`config.mk`:
```
export PLATFORM = sky130hd
export DESIGN_NAME = two_beam_goal_detector_flat
export DESIGN_NICKNAME = d
export VERILOG_FILES = /design/src/hw/rtl/tbgd_pkg.sv /design/src/hw/rtl/tbgd_channels.sv /design/src/hw/rtl/tbgd_gap_unit.sv /design/src/hw/rtl/tbgd_edge_log.sv /design/src/hw/rtl/two_beam_goal_detector.sv /design/src/flat_wrapper.sv
export SDC_FILE = /design/constraint.sdc
export NUM_CORES = 1
export LEC_CHECK = 0
export ABC_AREA = 1
export BUFFER_PORTS_ARGS = -buffer_cell sky130_fd_sc_hd__buf_2
export CAP_MARGIN = 5
export CORE_MARGIN = 2
export CORE_UTILIZATION = 62
export CTS_CLUSTER_DIAMETER = 200
export CTS_CLUSTER_SIZE = 20
export DETAILED_ROUTE_END_ITERATION = 10
export GPL_ROUTABILITY_DRIVEN = 0
export PLACE_DENSITY = 0.81
export SYNTH_ARGS = -nofsm -noshare
export SYNTH_HDL_FRONTEND = slang
export SYNTH_SLANG_ARGS = --single-unit
```
`constraint.sdc`:
```
create_clock -name clk -period 4.93 [get_ports clk]
set_input_delay 1.479 -clock clk [delete_from_list [all_inputs] [get_ports clk]]
set_output_delay 1.479 -clock clk [all_outputs]
set_load 0.03 [all_outputs]
```
`src/hw/rtl/tbgd_pkg.sv`:
```
// Shared types and constants for the two-beam goal detector.
package tbgd_pkg;

    localparam int STAMP_W     = 32;
    localparam int LIMIT_W     = 16;
    localparam int CFG_INDEX_W = 2;
    localparam int CFG_DATA_W  = 16;

    localparam logic [CFG_INDEX_W-1:0] CFG_WINDOW  = 2'd0;
    localparam logic [CFG_INDEX_W-1:0] CFG_HOLDOFF = 2'd1;

    localparam logic [LIMIT_W-1:0] WINDOW_RESET  = 16'd500;
    localparam logic [LIMIT_W-1:0] HOLDOFF_RESET = 16'd1000;

    // One logged edge: which beam, which direction and when.
    typedef struct packed {
        logic               beam_two;
        logic               rise;
        logic [STAMP_W-1:0] stamp_ms;
    } log_entry_t;

    // Commands from the sequencer to the edge log.
    typedef struct packed {
        logic       wr_en;
        logic       clear;
        log_entry_t entry;
    } log_cmd_t;

    typedef enum logic [3:0] {
        ST_IDLE,
        ST_LOG_ONE,
        ST_LOG_TWO,
        ST_SCAN,
        ST_GAP_RR,
        ST_GAP_FR,
        ST_GAP_RF,
        ST_HOLD,
        ST_FINISH
    } state_t;

    typedef enum logic [1:0] {
        GAP_SEL_RR,
        GAP_SEL_FR,
        GAP_SEL_RF,
        GAP_SEL_HOLD
    } gap_sel_t;

endpackage

```
`src/hw/rtl/tbgd_channels.sv`:
```
// Handshake channels for beam samples and detection results.
interface tbgd_sample_if;
    logic                         valid;
    logic                         ready;
    logic                         beam_one;
    logic                         beam_two;
    logic [tbgd_pkg::STAMP_W-1:0] now_ms;

    modport source (output valid, output beam_one, output beam_two, output now_ms,
                    input ready);
    modport sink (input valid, input beam_one, input beam_two, input now_ms,
                  output ready);
endinterface

interface tbgd_result_if;
    logic valid;
    logic ready;
    logic goal;
    logic crossing_matched;
    logic edge_seen;

    modport source (output valid, output goal, output crossing_matched,
                    output edge_seen, input ready);
    modport sink (input valid, input goal, input crossing_matched,
                  input edge_seen, output ready);
endinterface

```
`src/hw/rtl/tbgd_gap_unit.sv`:
```
// Shared signed-gap subtractor with the window and holdoff compares.
module tbgd_gap_unit (
    input  logic [tbgd_pkg::STAMP_W-1:0] later_ms,
    input  logic [tbgd_pkg::STAMP_W-1:0] earlier_ms,
    input  logic [tbgd_pkg::LIMIT_W-1:0] limit_ms,
    output logic                         below,
    output logic                         beyond
);
    import tbgd_pkg::*;

    logic [STAMP_W-1:0] diff;
    logic [STAMP_W-1:0] limit_ext;

    assign diff      = later_ms - earlier_ms;
    assign limit_ext = {{(STAMP_W-LIMIT_W){1'b0}}, limit_ms};

    // A negative gap is always inside the window and never past the holdoff.
    assign below  = diff[STAMP_W-1] | (diff < limit_ext);
    assign beyond = ~diff[STAMP_W-1] & (diff > limit_ext);
endmodule

```
`src/hw/rtl/tbgd_edge_log.sv`:
```
// Ring of logged beam edges with per-entry valid bits.
module tbgd_edge_log #(
    parameter int DEPTH = 4
) (
    input  logic                     clk,
    input  logic                     rst_n,
    input  tbgd_pkg::log_cmd_t       cmd,
    input  logic [$clog2(DEPTH)-1:0] rd_ptr,
    output logic                     rd_valid,
    output tbgd_pkg::log_entry_t     rd_entry,
    output logic [$clog2(DEPTH)-1:0] slot
);
    import tbgd_pkg::*;

    localparam int PTR_W = $clog2(DEPTH);
    localparam logic [PTR_W-1:0] LAST = PTR_W'(DEPTH - 1);

    logic [DEPTH-1:0] valid_reg, valid_next;
    logic [PTR_W-1:0] slot_reg, slot_next;
    log_entry_t       entry_reg [DEPTH];

    always_comb
    begin
        valid_next = valid_reg;
        slot_next  = slot_reg;
        if (cmd.clear)
        begin
            valid_next = '0;
            slot_next  = '0;
        end
        else if (cmd.wr_en)
        begin
            valid_next[slot_reg] = 1'b1;
            slot_next = (slot_reg == LAST) ? '0 : slot_reg + 1'b1;
        end
    end

    always_ff @(posedge clk or negedge rst_n)
    begin
        if (!rst_n)
        begin
            valid_reg <= '0;
            slot_reg  <= '0;
        end
        else
        begin
            valid_reg <= valid_next;
            slot_reg  <= slot_next;
        end
    end

    always_ff @(posedge clk)
    begin
        if (cmd.wr_en && !cmd.clear)
        begin
            entry_reg[slot_reg] <= cmd.entry;
        end
    end

    assign rd_valid = valid_reg[rd_ptr];
    assign rd_entry = entry_reg[rd_ptr];
    assign slot     = slot_reg;
endmodule

```
`src/hw/rtl/two_beam_goal_detector.sv`:
```
// Top level of the two-beam goal detector: sequencer, scan and result register.
//
// Usage: each item on the samples channel is one reading of the two beam
// detectors (beam_one, beam_two) with its millisecond timestamp now_ms.
// Every accepted item yields exactly one item on the results channel with
// goal, crossing_matched and edge_seen. Both channels use valid/ready; an
// item moves on a rising edge where both are high.
// Sequence: a sample with no level change passes through ST_LOG_ONE,
// ST_LOG_TWO and ST_FINISH before the block is ready again; a sample with an
// edge also runs a scan of the edge log, one entry per cycle, and the single
// gap subtractor, which evaluates the three crossing gaps and the holdoff
// test one after another. In ST_FINISH the result goes into the output
// register once that register is free, and from there onto the results channel.
// The result sits in an output register, so the next sample is accepted
// while an earlier result still waits; if the receiver keeps stalling, the
// block holds its next finished result until the register frees up.
// Configuration writes (window_ms, goal_holdoff_ms) take effect at once and
// are meant to happen only while the block is idle. Reset clears the edge
// log, the previous levels and the last match time, and restores the
// register defaults of 500 ms and 1000 ms.
module two_beam_goal_detector #(
    parameter int LOG_DEPTH = 4
) (
    input  logic                             clk,
    input  logic                             rst_n,
    tbgd_sample_if.sink                      samples,
    tbgd_result_if.source                    results,
    input  logic                             cfg_we,
    input  logic [tbgd_pkg::CFG_INDEX_W-1:0] cfg_index,
    input  logic [tbgd_pkg::CFG_DATA_W-1:0]  cfg_data
);
    import tbgd_pkg::*;

    localparam int PTR_W = $clog2(LOG_DEPTH);
    localparam logic [PTR_W-1:0] SCAN_LAST = PTR_W'(LOG_DEPTH - 1);
    localparam logic [PTR_W:0]   DEPTH_EXT = (PTR_W + 1)'(LOG_DEPTH);

    // Sequencer state.
    state_t state_reg, state_next;

    // Captured sample.
    logic               b1_reg, b2_reg;
    logic [STAMP_W-1:0] now_reg;

    // Block state kept across items.
    logic [1:0]         prev_levels_reg, prev_levels_next;
    logic [STAMP_W-1:0] last_match_reg, last_match_next;
    logic [LIMIT_W-1:0] window_reg, window_next;
    logic [LIMIT_W-1:0] holdoff_reg, holdoff_next;

    // Working registers of one item.
    logic               edge_reg, edge_next;
    logic               ok_reg, ok_next;
    logic               hold_ok_reg, hold_ok_next;
    logic [STAMP_W-1:0] r1_reg, r1_next;
    logic [STAMP_W-1:0] f1_reg, f1_next;
    logic [STAMP_W-1:0] r2_reg, r2_next;
    logic [PTR_W-1:0]   scan_cnt_reg, scan_cnt_next;

    // Output register.
    logic out_valid_reg, out_valid_next;
    logic out_goal_reg, out_goal_next;
    logic out_match_reg, out_match_next;
    logic out_edge_reg, out_edge_next;

    // Control decoded from the state.
    logic       take_sample;
    logic       load_out;
    logic       out_free;
    logic       match_now;
    gap_sel_t   gap_sel;
    log_cmd_t   log_cmd;

    // Edge log and shared gap unit connections.
    logic [PTR_W-1:0]   slot;
    logic [PTR_W:0]     rd_sum;
    logic [PTR_W-1:0]   rd_ptr;
    logic               rd_valid;
    log_entry_t         rd_entry;
    logic [STAMP_W-1:0] gap_later, gap_earlier;
    logic [LIMIT_W-1:0] gap_limit;
    logic               gap_below, gap_beyond;

    logic edge_one, edge_two;

    assign edge_one  = b1_reg ^ prev_levels_reg[0];
    assign edge_two  = b2_reg ^ prev_levels_reg[1];
    assign out_free  = !out_valid_reg || results.ready;
    assign match_now = edge_reg && ok_reg;

    tbgd_edge_log #(
        .DEPTH (LOG_DEPTH)
    ) u_log (
        .clk      (clk),
        .rst_n    (rst_n),
        .cmd      (log_cmd),
        .rd_ptr   (rd_ptr),
        .rd_valid (rd_valid),
        .rd_entry (rd_entry),
        .slot     (slot)
    );

    // The scan starts at the write slot, the oldest entry once the log has wrapped; unwritten slots are invalid.
    assign rd_sum = {1'b0, slot} + {1'b0, scan_cnt_reg};
    assign rd_ptr = (rd_sum >= DEPTH_EXT) ? PTR_W'(rd_sum - DEPTH_EXT) : rd_sum[PTR_W-1:0];

    tbgd_gap_unit u_gap (
        .later_ms   (gap_later),
        .earlier_ms (gap_earlier),
        .limit_ms   (gap_limit),
        .below      (gap_below),
        .beyond     (gap_beyond)
    );

    // Operand selection for the one subtractor.
    always_comb
    begin
        case (gap_sel)
            GAP_SEL_RR:
            begin
                gap_later   = r2_reg;
                gap_earlier = r1_reg;
                gap_limit   = window_reg;
            end
            GAP_SEL_FR:
            begin
                gap_later   = f1_reg;
                gap_earlier = r1_reg;
                gap_limit   = window_reg;
            end
            GAP_SEL_RF:
            begin
                gap_later   = r2_reg;
                gap_earlier = f1_reg;
                gap_limit   = window_reg;
            end
            GAP_SEL_HOLD:
            begin
                gap_later   = now_reg;
                gap_earlier = last_match_reg;
                gap_limit   = holdoff_reg;
            end
            default:
            begin
                gap_later   = r2_reg;
                gap_earlier = r1_reg;
                gap_limit   = window_reg;
            end
        endcase
    end

    // Next-state logic.
    always_comb
    begin
        state_next = state_reg;
        case (state_reg)
            ST_IDLE:
            begin
                if (samples.valid)
                begin
                    state_next = ST_LOG_ONE;
                end
            end
            ST_LOG_ONE:
            begin
                state_next = ST_LOG_TWO;
            end
            ST_LOG_TWO:
            begin
                state_next = (edge_one || edge_two) ? ST_SCAN : ST_FINISH;
            end
            ST_SCAN:
            begin
                if (scan_cnt_reg == SCAN_LAST)
                begin
                    state_next = ST_GAP_RR;
                end
            end
            ST_GAP_RR:
            begin
                state_next = ST_GAP_FR;
            end
            ST_GAP_FR:
            begin
                state_next = ST_GAP_RF;
            end
            ST_GAP_RF:
            begin
                state_next = ST_HOLD;
            end
            ST_HOLD:
            begin
                state_next = ST_FINISH;
            end
            ST_FINISH:
            begin
                if (out_free)
                begin
                    state_next = ST_IDLE;
                end
            end
            default:
            begin
                state_next = ST_IDLE;
            end
        endcase
    end

    // Output decode of the sequencer.
    always_comb
    begin
        take_sample          = 1'b0;
        load_out             = 1'b0;
        gap_sel              = GAP_SEL_RR;
        log_cmd.wr_en        = 1'b0;
        log_cmd.clear        = 1'b0;
        log_cmd.entry.beam_two = 1'b0;
        log_cmd.entry.rise   = b1_reg;
        log_cmd.entry.stamp_ms = now_reg;
        case (state_reg)
            ST_IDLE:
            begin
                take_sample = 1'b1;
            end
            ST_LOG_ONE:
            begin
                log_cmd.wr_en = edge_one;
            end
            ST_LOG_TWO:
            begin
                log_cmd.wr_en          = edge_two;
                log_cmd.entry.beam_two = 1'b1;
                log_cmd.entry.rise     = b2_reg;
            end
            ST_GAP_RR:
            begin
                gap_sel = GAP_SEL_RR;
            end
            ST_GAP_FR:
            begin
                gap_sel = GAP_SEL_FR;
            end
            ST_GAP_RF:
            begin
                gap_sel = GAP_SEL_RF;
            end
            ST_HOLD:
            begin
                gap_sel = GAP_SEL_HOLD;
            end
            ST_FINISH:
            begin
                load_out      = out_free;
                log_cmd.clear = out_free && match_now;
            end
            default:
            begin
                take_sample = 1'b0;
            end
        endcase
    end

    assign samples.ready = take_sample;

    // Datapath next values.
    always_comb
    begin
        prev_levels_next = prev_levels_reg;
        last_match_next  = last_match_reg;
        window_next      = window_reg;
        holdoff_next     = holdoff_reg;
        edge_next        = edge_reg;
        ok_next          = ok_reg;
        hold_ok_next     = hold_ok_reg;
        r1_next          = r1_reg;
        f1_next          = f1_reg;
        r2_next          = r2_reg;
        scan_cnt_next    = scan_cnt_reg;
        out_valid_next   = out_valid_reg;
        out_goal_next    = out_goal_reg;
        out_match_next   = out_match_reg;
        out_edge_next    = out_edge_reg;

        if (cfg_we)
        begin
            case (cfg_index)
                CFG_WINDOW:  window_next  = cfg_data;
                CFG_HOLDOFF: holdoff_next = cfg_data;
                default:     window_next  = window_reg;
            endcase
        end

        case (state_reg)
            ST_LOG_TWO:
            begin
                edge_next     = edge_one || edge_two;
                ok_next       = 1'b1;
                hold_ok_next  = 1'b0;
                r1_next       = '0;
                f1_next       = '0;
                r2_next       = '0;
                scan_cnt_next = '0;
                if (edge_one || edge_two)
                begin
                    prev_levels_next = {b2_reg, b1_reg};
                end
            end
            ST_SCAN:
            begin
                scan_cnt_next = scan_cnt_reg + 1'b1;
                if (rd_valid)
                begin
                    if (!rd_entry.beam_two)
                    begin
                        if (rd_entry.rise)
                        begin
                            r1_next = rd_entry.stamp_ms;
                        end
                        else
                        begin
                            f1_next = rd_entry.stamp_ms;
                        end
                    end
                    else if (rd_entry.rise)
                    begin
                        r2_next = rd_entry.stamp_ms;
                    end
                end
            end
            ST_GAP_RR, ST_GAP_FR, ST_GAP_RF:
            begin
                ok_next = ok_reg && gap_below;
            end
            ST_HOLD:
            begin
                hold_ok_next = gap_beyond;
            end
            default:
            begin
                scan_cnt_next = scan_cnt_reg;
            end
        endcase

        if (out_valid_reg && results.ready)
        begin
            out_valid_next = 1'b0;
        end
        if (load_out)
        begin
            out_valid_next = 1'b1;
            out_goal_next  = match_now && hold_ok_reg;
            out_match_next = match_now;
            out_edge_next  = edge_reg;
            if (match_now)
            begin
                last_match_next = now_reg;
            end
        end
    end

    always_ff @(posedge clk or negedge rst_n)
    begin
        if (!rst_n)
        begin
            state_reg       <= ST_IDLE;
            prev_levels_reg <= '0;
            last_match_reg  <= '0;
            window_reg      <= WINDOW_RESET;
            holdoff_reg     <= HOLDOFF_RESET;
            scan_cnt_reg    <= '0;
            out_valid_reg   <= 1'b0;
        end
        else
        begin
            state_reg       <= state_next;
            prev_levels_reg <= prev_levels_next;
            last_match_reg  <= last_match_next;
            window_reg      <= window_next;
            holdoff_reg     <= holdoff_next;
            scan_cnt_reg    <= scan_cnt_next;
            out_valid_reg   <= out_valid_next;
        end
    end

    // Payload registers carry no reset.
    always_ff @(posedge clk)
    begin
        if (samples.valid && take_sample)
        begin
            b1_reg  <= samples.beam_one;
            b2_reg  <= samples.beam_two;
            now_reg <= samples.now_ms;
        end
        edge_reg      <= edge_next;
        ok_reg        <= ok_next;
        hold_ok_reg   <= hold_ok_next;
        r1_reg        <= r1_next;
        f1_reg        <= f1_next;
        r2_reg        <= r2_next;
        out_goal_reg  <= out_goal_next;
        out_match_reg <= out_match_next;
        out_edge_reg  <= out_edge_next;
    end

    assign results.valid            = out_valid_reg;
    assign results.goal             = out_goal_reg;
    assign results.crossing_matched = out_match_reg;
    assign results.edge_seen        = out_edge_reg;

    // A goal is only ever reported together with a matched crossing, and a
    // match only on a sample that had an edge.
    assert property (@(posedge clk) disable iff (!rst_n)
        results.valid |-> (!results.goal || results.crossing_matched))
    else $error("goal reported without a matched crossing");

    assert property (@(posedge clk) disable iff (!rst_n)
        results.valid |-> (!results.crossing_matched || results.edge_seen))
    else $error("crossing matched on a sample without an edge");

    // A matched crossing records its time and empties the log.
    assert property (@(posedge clk) disable iff (!rst_n)
        (load_out && match_now) |=> (last_match_reg == $past(now_reg)) && (slot == '0))
    else $error("match did not record its time or reset the log");

    // The scan visits every log entry exactly once, then hands over to the gap checks.
    assert property (@(posedge clk) disable iff (!rst_n)
        (state_reg == ST_SCAN && scan_cnt_reg == SCAN_LAST) |=> (state_reg == ST_GAP_RR))
    else $error("scan did not hand over to the gap checks");
endmodule

```
`src/flat_wrapper.sv`:
```
// flat-port wrapper written by rule: the top's interface ports become plain ports
module two_beam_goal_detector_flat import tbgd_pkg::*;
#(
    parameter int LOG_DEPTH = 4
)
  (clk, rst_n, cfg_we, cfg_index, cfg_data, samples_valid, samples_beam_one, samples_beam_two, samples_now_ms, samples_ready, results_valid, results_goal, results_crossing_matched, results_edge_seen, results_ready);
  tbgd_sample_if samples_i ();
  tbgd_result_if results_i ();
  input  logic clk;
  input  logic rst_n;
  input  logic cfg_we;
  input  logic [tbgd_pkg::CFG_INDEX_W-1:0] cfg_index;
  input  logic [tbgd_pkg::CFG_DATA_W-1:0] cfg_data;
  input wire logic [$bits(samples_i.valid)-1:0] samples_valid;
  input wire logic [$bits(samples_i.beam_one)-1:0] samples_beam_one;
  input wire logic [$bits(samples_i.beam_two)-1:0] samples_beam_two;
  input wire logic [$bits(samples_i.now_ms)-1:0] samples_now_ms;
  output wire logic [$bits(samples_i.ready)-1:0] samples_ready;
  output wire logic [$bits(results_i.valid)-1:0] results_valid;
  output wire logic [$bits(results_i.goal)-1:0] results_goal;
  output wire logic [$bits(results_i.crossing_matched)-1:0] results_crossing_matched;
  output wire logic [$bits(results_i.edge_seen)-1:0] results_edge_seen;
  input wire logic [$bits(results_i.ready)-1:0] results_ready;
  assign samples_i.valid = samples_valid;
  assign samples_i.beam_one = samples_beam_one;
  assign samples_i.beam_two = samples_beam_two;
  assign samples_i.now_ms = samples_now_ms;
  assign samples_ready = samples_i.ready;
  assign results_valid = results_i.valid;
  assign results_goal = results_i.goal;
  assign results_crossing_matched = results_i.crossing_matched;
  assign results_edge_seen = results_i.edge_seen;
  assign results_i.ready = results_ready;
  two_beam_goal_detector #(.LOG_DEPTH(LOG_DEPTH)) u_core (.clk(clk), .rst_n(rst_n), .samples(samples_i), .results(results_i), .cfg_we(cfg_we), .cfg_index(cfg_index), .cfg_data(cfg_data));
endmodule
```
==> metrics.md, run 1 <==
| Metric | Value |
|---|---|
| Number of I/O port buffers | `~60` |
| Synth Warn # | `0` |
| Total gr overflow | `0` |
| Synth Instances | `~1,800` |
| Hold Vio Cnt, Final | `0` |
| Detailed-route via count | `approximately 12,000` |
| TritonCTS clock tree | `done` |
| Average instance area after synthesis | `a little under 10 µm²` |
| Width of the chip | `about 170 µm` |
| Number of flip-flops and latches in the synthesized netlist | `about 350` |
| Count of distinct cell types in the synthesized netlist | `a little over 40` |
| Commonest register cell after synthesis | `edfxtp_1` |
| Minimum setup slack among reg-to-reg paths | `0.78 ns` |
| Met2 track utilization from global routing | `a little over two fifths` |
| Cell area after placement | `17,600 µm²` |
| Sum of negative setup slack | `0 ns` |
| Synthesized area | `between 15,000 and 20,000 µm²` |
| CP Capture Type | `flip-flop` |
| HP Class | `reg -> reg` |
| Reg-to-reg critical path endpoint | `u_core.hold_ok_reg$_DFFE_PP_` |
| Later-pin clock latency in the skew report | `between 0.5 and 0.6 ns` |
| Leading area contributor after synthesis | `edfxtp_1` |
| Max-cap violations | `0` |
| Parity-gate share of the synthesized area counting xor and xnor cells | `0.934%` |
| Fraction of synthesized area in multiplexers | `less than 1%` |
| Std-Cell Rows | `60` |
| Min-delay src | `u_core.edge_reg$_DFFE_PP_` |
| Ant. Diodes | `0` |
| Highest clock rate | `roughly 240 MHz` |
| Cts bufs inserted | `21` |
| Drc violations | `0` |
| Met3 Resource Use GR | `under 10%` |
| End of the critical path | `u_core.hold_ok_reg$_DFFE_PP_` |
| Count of cells along the worst register-to-register path | `24` |
| Most utilized layer in the global route result | `met2` |
| Adder and majority cell fraction of the synthesized area | `just over 4%` |
| Most frequent cell after synthesis | `nand2_1` |
| Met1 demand-to-capacity share in global routing | `between 30 and 40%` |
| Crit path max fanout | `17` |
| Beginning of the critical path | `u_core.state_reg[3]$_DFFE_PN0P_` |
| Fraction of layout instances using a drive strength above 1 | `a little under 9%` |
| Worst EP arrival | `4.45 ns` |
| Drt pass-1 iters | `5` |
| Outcome | `finished, final reports clean` |
| Share of the clock period used by the worst path | `84.1%` |
| Non-Filler Cell Area, Final | `around 18,000 µm²` |
| Number of global-route vias before repair | `11,700` |
| Unrepaired setup endpoints after global routing | `false` |
| Synth top area share | `between 40% and 50%` |
| Net count after synthesis | `~1,900` |
| Slew HR | `approximately 29%` |
| Remaining antenna violation count | `0` |
| Core footprint | `26,800 µm²` |
| Worst hold-check slack | `around 0.47 ns` |
| Post-synthesis sequential area ratio | `60.2%` |
| Worst-case clock skew | `roughly 0.021 ns` |
| Antenna violations before repair | `0` |
| Critical setup path kind | `reg -> reg` |
| Fin. max-slew vios | `0` |
| Global-route wire length before repair | `between 50 and 60 mm` |
| Post-CTS Resized | `0` |
| H-tree lvl count | `1` |
| DPL Wire Length | `25.3 mm` |
| Largest cells by area after synthesis | `edfxtp_1, nand2_1, dfrtp_1` |
| Final nets | `1,913` |
| Number of synthesized flops with an enable pin | `between 200 and 300` |
| Area fraction in compound gates after synthesis | `8.31%` |
| Setup-failing EPs final | `0` |
| Slew at the pin with the worst max-slew slack | `roughly 1.1 ns` |
| Required time worst endpoint | `~5.2 ns` |
| Async set or reset register ratio after synthesis | `22.5%` |
| Mean routed wirelength per cell | `between 15 and 20 µm` |
| Starting DRT DRC Count | `approximately 1,200` |
| Max reg flops | `about 140` |
| Chip height | `between 150 and 200 µm` |
| GRT Total Usage | `26.7%` |
| Number of ports placed on the die boundary | `62` |
| Post-CTS clock slew at the launch and capture registers of the worst setup and hold paths | `around 0.09 ns` |
| Die Outline Area | `around 29,000 µm²` |
| Number of setup buffers added after CTS | `0` |
| Bufs on Longest Clock Path | `3` |
| Routed wire length | `~38 mm` |
| Maximum number of pins on one net before global-route repair | `80` |
| Most numerous cell types in the synthesized netlist | `nand2_1, edfxtp_1, inv_1` |
| Root Driver | `clkbuf_16` |
| # hold bufs at CTS | `0` |
| Critical Path Source Type | `flip-flop` |
| Final core occ | `a little under 70%` |
| Clock period minus final worst setup slack | `about 4.1 ns` |
| Dominant combinational cell family by area after synthesis | `simple AND/OR/NAND/NOR gates` |
| Total number of clock tree sinks | `around 350` |
| R2R Path Start | `u_core.state_reg[3]$_DFFE_PN0P_` |
| Starting density of the core | `between 60% and 70%` |
| Basic-gate share of the synthesized area counting and, or, nand and nor cells | `18.8%` |
| Vias per cell | `around 5.7` |
| Synth-to-layout area growth | `7.76%` |
[per-stage QoR]
step | std cells | setup WS, ns
floorplan | 1753 | 0.575
global placement | 2120 | 1.04
detailed placement | 2120 | 0.886
CTS | 2158 | 0.850
global route | 2158 | 0.453
finish | 2158 | 0.783
[cell families (layout without fill, tap and decap cells)]
family                     Yosys count  after routing
DFF                                351            351
buffers and inverters              302            366
adders and majority gates           54             54
AOI/OAI and AO/OA                  209            209
muxes                               16             16
and+or+nand+nor                    803            803
xor gates and xnor gates            18             18
[cell usage in the layout, fill, tap and decap left out, types with 3 or more instances in the layout]
cell,n
a21oi_1,22
o22ai_1,5
buf_2,60
nor3_1,5
nand2_1,619
inv_2,7
nand3_1,31
o221ai_1,30
mux2i_1,16
nand2_2,9
ha_1,52
dfstp_2,12
a311oi_1,32
nand3_2,4
buf_4,24
inv_1,237
nand4_1,6
nor2_2,16
nor2_1,104
o21ai_0,75
or2_2,3
o211ai_1,33
edfxtp_1,272
xor2_1,16
clkbuf_16,21
dfrtp_1,67
clkbuf_1,15
[routing by layer]
layer	wire length (µm)	part of all wire, %	vias to the layer above
met5	0	0	-
met1	16100	43	5784
li1	-	-	5893
met3	2430	6.5	87
met4	1680	4.5	0
met2	17400	46	460
[how the worst min path moves through the flow]
| stage | to | slack (ns) | cells past startpoint |
|---|---|---|---|
| 2_1_floorplan | u_core.results.edge_seen$_DFFE_PP_ | 0.43 | 0 |
| 3_3_place_gp | u_core.results.edge_seen$_DFFE_PP_ | 0.45 | 0 |
| 3_5_place_dp | u_core.results.edge_seen$_DFFE_PP_ | 0.44 | 0 |
| 4_1_cts | u_core.results.edge_seen$_DFFE_PP_ | 0.47 | 0 |
| 5_1_grt | u_core.results.edge_seen$_DFFE_PP_ | 0.47 | 0 |
| 6_report | u_core.results.edge_seen$_DFFE_PP_ | 0.47 | 0 |
[critical path, stage by stage (launching register included)]
cell and delay (ns):
dfrtp_1 0.38, inv_1 0.07, nand2_1 0.09, inv_2 0.13, nand2_1 0.36, buf_4 0.36
nand2_1 0.08, o221ai_1 0.11, ha_1 0.42, nand2_1 0.12, nor2_1 0.19, inv_1 0.11
nor2_1 0.18, nand2_1 0.08, nand2_1 0.09, xor2_1 0.18, ha_1 0.26, nand2_1 0.09
nor2_1 0.07, nand2_1 0.06, o211ai_1 0.08, a31oi_1 0.16, nand3_1 0.11, nand3_1 0.08
nor2_1 0.05
[layout make-up]
type | count | area [µm²]
fill | 1972 | 8620
multi-input combinational | 1100 | 5600
tap | 341 | 427
timing repair buffer | 84 | 480
sequential | 351 | 10200
clock buffer | 36 | 582
clock inverter | 2 | 20.0
inverter | 244 | 916
Power of run 1 is not shown: default switching activity piles up to over one toggle a cycle in this logic, so the estimate is an artifact.
==> inputs of run 2 (changes only) <==
--- a/config.mk
+++ b/config.mk
@@ -5,7 +5,7 @@
 export SDC_FILE = /design/constraint.sdc
 export NUM_CORES = 1
 export LEC_CHECK = 0
-export ABC_AREA = 1
+export ABC_AREA = 0
 export BUFFER_PORTS_ARGS = -buffer_cell sky130_fd_sc_hd__buf_2
 export CAP_MARGIN = 5
 export CORE_MARGIN = 2
==> constraint.sdc (replaced) <==
create_clock -name clk -period 4.2 [get_ports clk]
set_input_delay 1.26 -clock clk [delete_from_list [all_inputs] [get_ports clk]]
set_output_delay 1.26 -clock clk [all_outputs]
set_load 0.03 [all_outputs]
==> run 2 against run 1 <==
Net effect:
- the flow now finishes with violations (setup timing)
- area after synthesis is 4.6% lower
- utilization is 4.3 points higher
- synthesized cell count fell by 37%
- sequential share of layout area fell by 0.25 points
- critical path depth decreased by 6
- final cell count decreased by 26%
- non-clock buffer count increased by 94
- via count fell by 17%
- routed wire length down 7.0%
- maximum frequency shrank 4.2%
- critical path type unchanged
- largest cell class unchanged
==> metrics.md, run 2 <==
| Metric | Value |
|---|---|
| HP Class | `reg -> reg` |
| Most numerous cell types in the synthesized netlist | `edfxtp_1, dfrtp_1, mux2_2` |
| Largest cells by area after synthesis | `edfxtp_1, dfrtp_1, mux4_2` |
| Min setup slack post-route | `-0.127 ns` |
| Remaining antenna violation count | `0` |
| Drc violations | `0` |
| Slew at the pin with the worst max-slew slack | `1.28 ns` |
| Number of synthesized flops with an enable pin | `about 270` |
| Count of distinct cell types in the synthesized netlist | `between 60 and 70` |
| H-tree lvl count | `1` |
| GRT Total Usage | `26.4%` |
| Cts bufs inserted | `21` |
| Synth Warn # | `0` |
| Leading area contributor after synthesis | `edfxtp_1` |
| Most frequent cell after synthesis | `edfxtp_1` |
| Fraction of layout instances using a drive strength above 1 | `28.3%` |
| Routed wire length | `around 35 mm` |
| Share of the clock period used by the worst path | `103%` |
| Violations in the final reports | `setup timing` |
| Number of flip-flops and latches in the synthesized netlist | `between 300 and 400` |
| Synth top area share | `about half` |
| Later-pin clock latency in the skew report | `0.53 ns` |
| Average instance area after synthesis | `between 10 and 15 µm²` |
| Mean routed wirelength per cell | `21.9 µm` |
| Finished Layout Cells | `1,596` |
| Antenna violations before repair | `0` |
| Setup Slack @ Placement | `-0.175 ns` |
| Worst EP arrival | `between 4 and 5 ns` |
| Setup-failing EPs final | `2` |
| Bufs on Longest Clock Path | `3` |
| Total gr overflow | `0` |
| Critical setup path kind | `reg -> reg` |
| Net count after synthesis | `about 1,200` |
| Detailed-route via count | `between 10,000 and 15,000` |
| Core footprint | `25,300 µm²` |
| TritonCTS clock tree | `done` |
| Delay of the slowest cell on the worst path | `between 0.5 and 0.6 ns` |
| Synthesized area | `roughly 16,000 µm²` |
| Vias per cell | `6.34` |
| Highest clock rate | `about 230 MHz` |
| Hold Vio Cnt, Final | `0` |
| Met2 track utilization from global routing | `a little over two fifths` |
| Width of the chip | `around 170 µm` |
| # hold bufs at CTS | `0` |
| Fin. max-slew vios | `0` |
| Std-Cell Rows | `58` |
| Critical path buffer and inverter count | `3` |
| Sequence of cells on the critical path | `nand3b_1 -> buf_12 -> buf_4 -> a221o_1 -> ha_1 -> buf_4 -> a21oi_1 -> o21ai_0 -> a21oi_2 -> xnor2_1 -> ha_1 -> nand4_1 -> nor2_2 -> and3_4 -> o21ai_2 -> a31oi_2 -> nor2_1 -> a31o_1` |
| Met3 Resource Use GR | `around 3.3%` |
| Slew HR | `14.5%` |
| Max-cap violations | `0` |
| Crit path max fanout | `8` |
| Number of global-route vias before repair | `roughly 10,000` |
| Most common cell after layout, fill and taps aside | `edfxtp_1` |
| Drt pass-1 iters | `5` |
| Post-CTS clock slew at the launch and capture registers of the worst setup and hold paths | `roughly 0.090 ns` |
| CP Capture Type | `flip-flop` |
| Synth Instances | `roughly 1,100` |
| Most utilized layer in the global route result | `met2` |
| DPL Wire Length | `22.8 mm` |
| Global-route wire length before repair | `55.3 mm` |
| Maximum number of pins on one net before global-route repair | `80` |
| Root Driver | `clkbuf_16` |
| Worst-case clock skew | `between 0.015 and 0.02 ns` |
| Starting DRT DRC Count | `927` |
| Total number of clock tree sinks | `roughly 350` |
| Async set or reset register ratio after synthesis | `a little under a quarter` |
| Largest delay contributor family on the critical path | `compound AO/OA/AOI/OAI gates` |
| Commonest non-fill, non-tap cells in the layout | `edfxtp_1, buf_4, dfrtp_1` |
| Die Outline Area | `roughly 27,000 µm²` |
| Ant. Diodes | `0` |
| Met1 demand-to-capacity share in global routing | `37.6%` |
| Critical Path Source Type | `flip-flop` |
| Number of I/O port buffers | `61` |
| Master of the slowest instance on the critical path | `o21ai_0` |
| Clock period minus final worst setup slack | `4.33 ns` |
| Cell total after placement | `between 1,500 and 2,000` |
| Post-synthesis sequential area ratio | `63.1%` |
| Final nets | `between 1,000 and 1,500` |
| Max reg flops | `136` |
| Final core occ | `approximately 70%` |
| Chip height | `between 150 and 200 µm` |
| Unrepaired setup endpoints after global routing | `true` |
| Number of ports placed on the die boundary | `62` |
| Commonest register cell after synthesis | `edfxtp_1` |
| Starting density of the core | `roughly 64%` |
| Synth-to-layout area growth | `13.5%` |
| Required time worst endpoint | `approximately 4.5 ns` |
| Outcome | `finished with violations` |
-- run 2: logic make-up (layout without fill, tap and decap cells) --
family / Yosys count / in the layout / synth area share, %
flip-flops: 351 / 351 / 63.1
AND/OR/NAND/NOR: 250 / 250 / 8.50
AO/OA/AOI/OAI: 237 / 237 / 10.4
multiplexers: 119 / 119 / 10.6
buffers and inverters: 71 / 228 / 1.70
adder cells (fa/ha/maj): 54 / 54 / 4.24
XOR/XNOR: 27 / 27 / 1.47
-- run 2: final timing paths --
| path | depth (start not counted) | endpoint | from | slack [ns] |
|---|---|---|---|---|
| min in group asynchronous | 1 | u_core.last_match_reg[20]$_DFFE_PN0P_ | rst_n | 0.92 |
| max reg2reg | 18 | u_core.ok_reg$_SDFFCE_PN1P_ | u_core.state_reg[3]$_DFFE_PN0P_ | -0.13 |
| min | 1 | u_core.u_log.valid_reg[1]$_DFFE_PN0P_ | u_core.u_log.valid_reg[1]$_DFFE_PN0P_ | 0.49 |
| min reg2reg | 1 | u_core.u_log.valid_reg[1]$_DFFE_PN0P_ | u_core.u_log.valid_reg[1]$_DFFE_PN0P_ | 0.49 |
| max | 18 | u_core.ok_reg$_SDFFCE_PN1P_ | u_core.state_reg[3]$_DFFE_PN0P_ | -0.13 |
| max in group asynchronous | 1 | u_core.state_reg[1]$_DFFE_PN0P_ | rst_n | 2.46 |
-- run 2: what timing repair did --
action | in CTS | in global routing
gates resized for setup | 19 | 19
endpoints found under the setup margin | 2 | 2
setup buffers | 12 | 4
pin swaps | 22 | 22
gates cloned | 1 | 0
-- run 2: worst reg2reg max path: cells and delay by family (launching register included) --
family,cells,cell delay [ns]
AOI/OAI and AO/OA,7,1.45
xor gates and xnor gates,1,0.17
adders and majority gates,2,0.69
buffers and inverters,3,0.51
DFF,1,0.44
and+or+nand+nor,5,0.84
-- run 2: metrics by stage --
step                TNS, ns  hold slack [ns]  area, µm²
CTS                       0            0.493      18200
global placement          0            0.457      17400
global route         -0.635            0.512      18300
floorplan                 0            0.433      16100
finish               -0.219            0.490      18300
detailed placement   -0.333            0.474      17400
-- run 2: area by class of cell --
class,count,area [µm²]
Clock inverter,1,11.3
Sequential cell,351,10200
Fill cell,1582,7060
Multi-Input combinational cell,687,5840
Inverter,13,48.8
Timing Repair Buffer,178,1210
Tap cell,330,413
Clock buffer,36,582
-- run 2: layer usage --
| layer | wire length, µm | up-vias |
|---|---|---|
| li1 | - | 4603 |
| met1 | 15100 | 5095 |
| met2 | 17000 | 365 |
| met3 | 2170 | 57 |
| met4 | 665 | 0 |
| met5 | 0 | - |
Power of run 2 is left out for the same reason.
==> inputs of run 3 (changes only) <==
--- a/config.mk
+++ b/config.mk
@@ -8,7 +8,6 @@
 export ABC_AREA = 0
 export BUFFER_PORTS_ARGS = -buffer_cell sky130_fd_sc_hd__buf_2
 export CAP_MARGIN = 5
-export CORE_MARGIN = 2
 export CORE_UTILIZATION = 62
 export CTS_CLUSTER_DIAMETER = 200
 export CTS_CLUSTER_SIZE = 20
==> run 3 against run 2 <==
Net effect:
- the flow still finishes with violations (setup timing)
- first-iteration DRC count is 18% higher
- die area shrank 2.4%
- non-clock buffer count down 12
- critical endpoint unchanged
- final cell count is 0.69% lower
- global-route usage grew 0.48 points
- worst setup slack got worse by 0.0045 ns
- routed wire length is essentially flat
- sequential cell count unchanged
- maximum frequency decreased by 0.10%
- worst hold slack worse by 0.0068 ns
==> metrics.md, run 3 (same netlist as run 2, synthesis figures left out) <==
| Metric | Value |
|---|---|
| Outcome | `finished with violations` |
| Violations in the final reports | `setup timing` |
| Fill count | `about 1,700` |
| Area of the multi-input gates | `5800 µm²` |
| Crit path max fanout | `5` |
| Worst EP arrival | `around 4.6 ns` |
| Commonest non-fill, non-tap cells in the layout | `edfxtp_1, buf_4, dfrtp_1` |
| Slew at the pin with the worst max-slew slack | `1.22 ns` |
| Required time worst endpoint | `4.48 ns` |
| Min setup slack post-route | `-0.132 ns` |
| Later-pin clock latency in the skew report | `0.54 ns` |
| HP Class | `reg -> reg` |
| Unrepaired setup endpoints after global routing | `true` |
| GRT Total Usage | `26.9%` |
| Total number of clock tree sinks | `351` |
| Sequence of cells on the critical path | `buf_6 -> nand3b_1 -> buf_6 -> nor3b_4 -> a221oi_2 -> ha_2 -> inv_2 -> fa_2 -> a21o_1 -> a31o_2 -> a21oi_2 -> o21bai_1 -> a21oi_1 -> xnor2_1 -> ha_2 -> nand2_2 -> nor2_4 -> and3_4 -> o21ai_2 -> a31oi_2 -> nor2_1 -> a31o_1` |
| Bufs on Longest Clock Path | `3` |
| Post-CTS clock slew at the launch and capture registers of the worst setup and hold paths | `roughly 0.090 ns` |
| Number of global-route vias before repair | `10,300` |
| Die Outline Area | `~27,000 µm²` |
| Finished Layout Cells | `1,585` |
| Remaining antenna violation count | `0` |
| Most common cell after layout, fill and taps aside | `edfxtp_1` |
| Std-Cell Rows | `58` |
| Master of the slowest instance on the critical path | `dfrtp_1` |
| Width of the chip | `163 µm` |
| Maximum number of pins on one net before global-route repair | `39` |
| Synth-to-layout area growth | `12.8%` |
| Fin. max-slew vios | `0` |
| Number of ports placed on the die boundary | `62` |
| Footprint of the flip-flops and latches | `between 10,000 and 15,000 µm²` |
| Global-route wire length before repair | `between 50 and 60 mm` |
| Number of I/O port buffers | `between 60 and 70` |
| Highest clock rate | `between 200 and 250 MHz` |
| Detailed-route via count | `~10,000` |
| Sum of negative setup slack | `-0.259 ns` |
| Core footprint | `between 20,000 and 30,000 µm²` |
| DPL Wire Length | `approximately 23 mm` |
| R2R Path Start | `u_core.state_reg[0]$_DFFE_PN0P_` |
| H-tree lvl count | `1` |
| Vias per cell | `around 6.3` |
| # hold bufs at CTS | `0` |
| Setup Slack @ Placement | `-0.137 ns` |
| Total gr overflow | `0` |
| Count of cells along the worst register-to-register path | `22` |
| Ant. Diodes | `0` |
| Starting density of the core | `between 60% and 70%` |
| Critical setup path kind | `reg -> reg` |
| Delay of the slowest cell on the worst path | `between 0.4 and 0.5 ns` |
| Cts bufs inserted | `21` |
| Share of the clock period used by the worst path | `103%` |
| Cell total after placement | `approximately 1,500` |
| Starting DRT DRC Count | `between 1,000 and 1,500` |
| Critical Path Source Type | `flip-flop` |
| Min-delay src | `u_core.u_log.valid_reg[0]$_DFFE_PN0P_` |
| Max-cap violations | `0` |
| Reg-to-reg critical path endpoint | `u_core.ok_reg$_SDFFCE_PN1P_` |
| CP Capture Type | `flip-flop` |
| Drc violations | `0` |
| Final nets | `between 1,000 and 1,500` |
| Drt pass-1 iters | `5` |
| Worst-case hold path end point | `u_core.u_log.valid_reg[0]$_DFFE_PN0P_` |
| Root Driver | `clkbuf_16` |
| Routed wire length | `34.9 mm` |
| Hold Path Depth | `1` |
| Worst-case clock skew | `0.0308 ns` |
| Chip height | `163 µm` |
| TritonCTS clock tree | `done` |
| Hold Vio Cnt, Final | `0` |
| Slew HR | `a little under a fifth` |
| Mean routed wirelength per cell | `between 20 and 25 µm` |
| Fraction of layout instances using a drive strength above 1 | `27.2%` |
| Setup-failing EPs final | `2` |
| Antenna violations before repair | `0` |
| Minimum setup slack among reg-to-reg paths | `-0.13 ns` |
| Clock period minus final worst setup slack | `between 4 and 5 ns` |
| Max reg flops | `around 140` |
==> run 3: how the worst max path moves through the flow <==
| stage | from | end | slack, ns | cells after the start |
|---|---|---|---|---|
| floorplan | u_core.state_reg[1]$_DFFE_PN0P_ | u_core.hold_ok_reg$_DFFE_PP_ | 0.006 | 23 |
| global placement | u_core.state_reg[2]$_DFFE_PN0P_ | u_core.ok_reg$_SDFFCE_PN1P_ | -0.03 | 19 |
| detailed placement | u_core.state_reg[2]$_DFFE_PN0P_ | u_core.hold_ok_reg$_DFFE_PP_ | -0.14 | 21 |
| CTS | u_core.state_reg[0]$_DFFE_PN0P_ | u_core.ok_reg$_SDFFCE_PN1P_ | 0.001 | 21 |
| global route | u_core.state_reg[0]$_DFFE_PN0P_ | u_core.hold_ok_reg$_DFFE_PP_ | -0.37 | 22 |
| finish | u_core.state_reg[0]$_DFFE_PN0P_ | u_core.ok_reg$_SDFFCE_PN1P_ | -0.13 | 22 |
==> run 3: worst max-delay path: cells and delay by family, from the launching register on <==
| family | cells | cell delay, ns |
|---|---|---|
| buffers and inverters | 3 | 0.35 |
| AND/OR/NAND/NOR | 6 | 0.67 |
| AO/OA/AOI/OAI | 9 | 1.58 |
| XOR/XNOR | 1 | 0.11 |
| adder cells (fa/ha/maj) | 3 | 0.95 |
| flip-flops | 1 | 0.44 |
==> run 3: layer usage <==
layer | part of all wire, % | vias up | GRT usage, %
met1 | 43 | 4983 | 37.8
met3 | 6.1 | 73 | 2.74
li1 | - | 4573 | -
met4 | 2.3 | 0 | 8.79
met2 | 49 | 378 | 44.4
met5 | 0 | - | 0
==> run 3: repair_timing <==
action / 4_1_cts / 5_1_grt
resized for setup: 8 / 26
pin swaps: 11 / 23
endpoints found under the setup margin: 2 / 2
buffers inserted: 9 / 4
==> run 3: through the flow <==
stage / utilization, % / cell area (µm²) / hold WS [ns]
after global placement: 68.5 / 17300 / 0.454
after CTS: 71.3 / 18000 / 0.486
after floorplan: - / 16100 / 0.433
final: 71.7 / 18200 / 0.483
after detailed placement: 68.5 / 17300 / 0.466
after global routing: 71.7 / 18200 / 0.514
==> run 3: cell type report <==
cell class                      count  share of cell area [%]
Clock inverter                      2                   0.110
Clock buffer                       36                    3.21
Inverter                           13                   0.269
Multi-Input combinational cell    687                    32.0
Tap cell                          330                    2.27
Sequential cell                   351                    56.0
Timing Repair Buffer              166                    6.18
Power of run 3 is left out for the same reason.
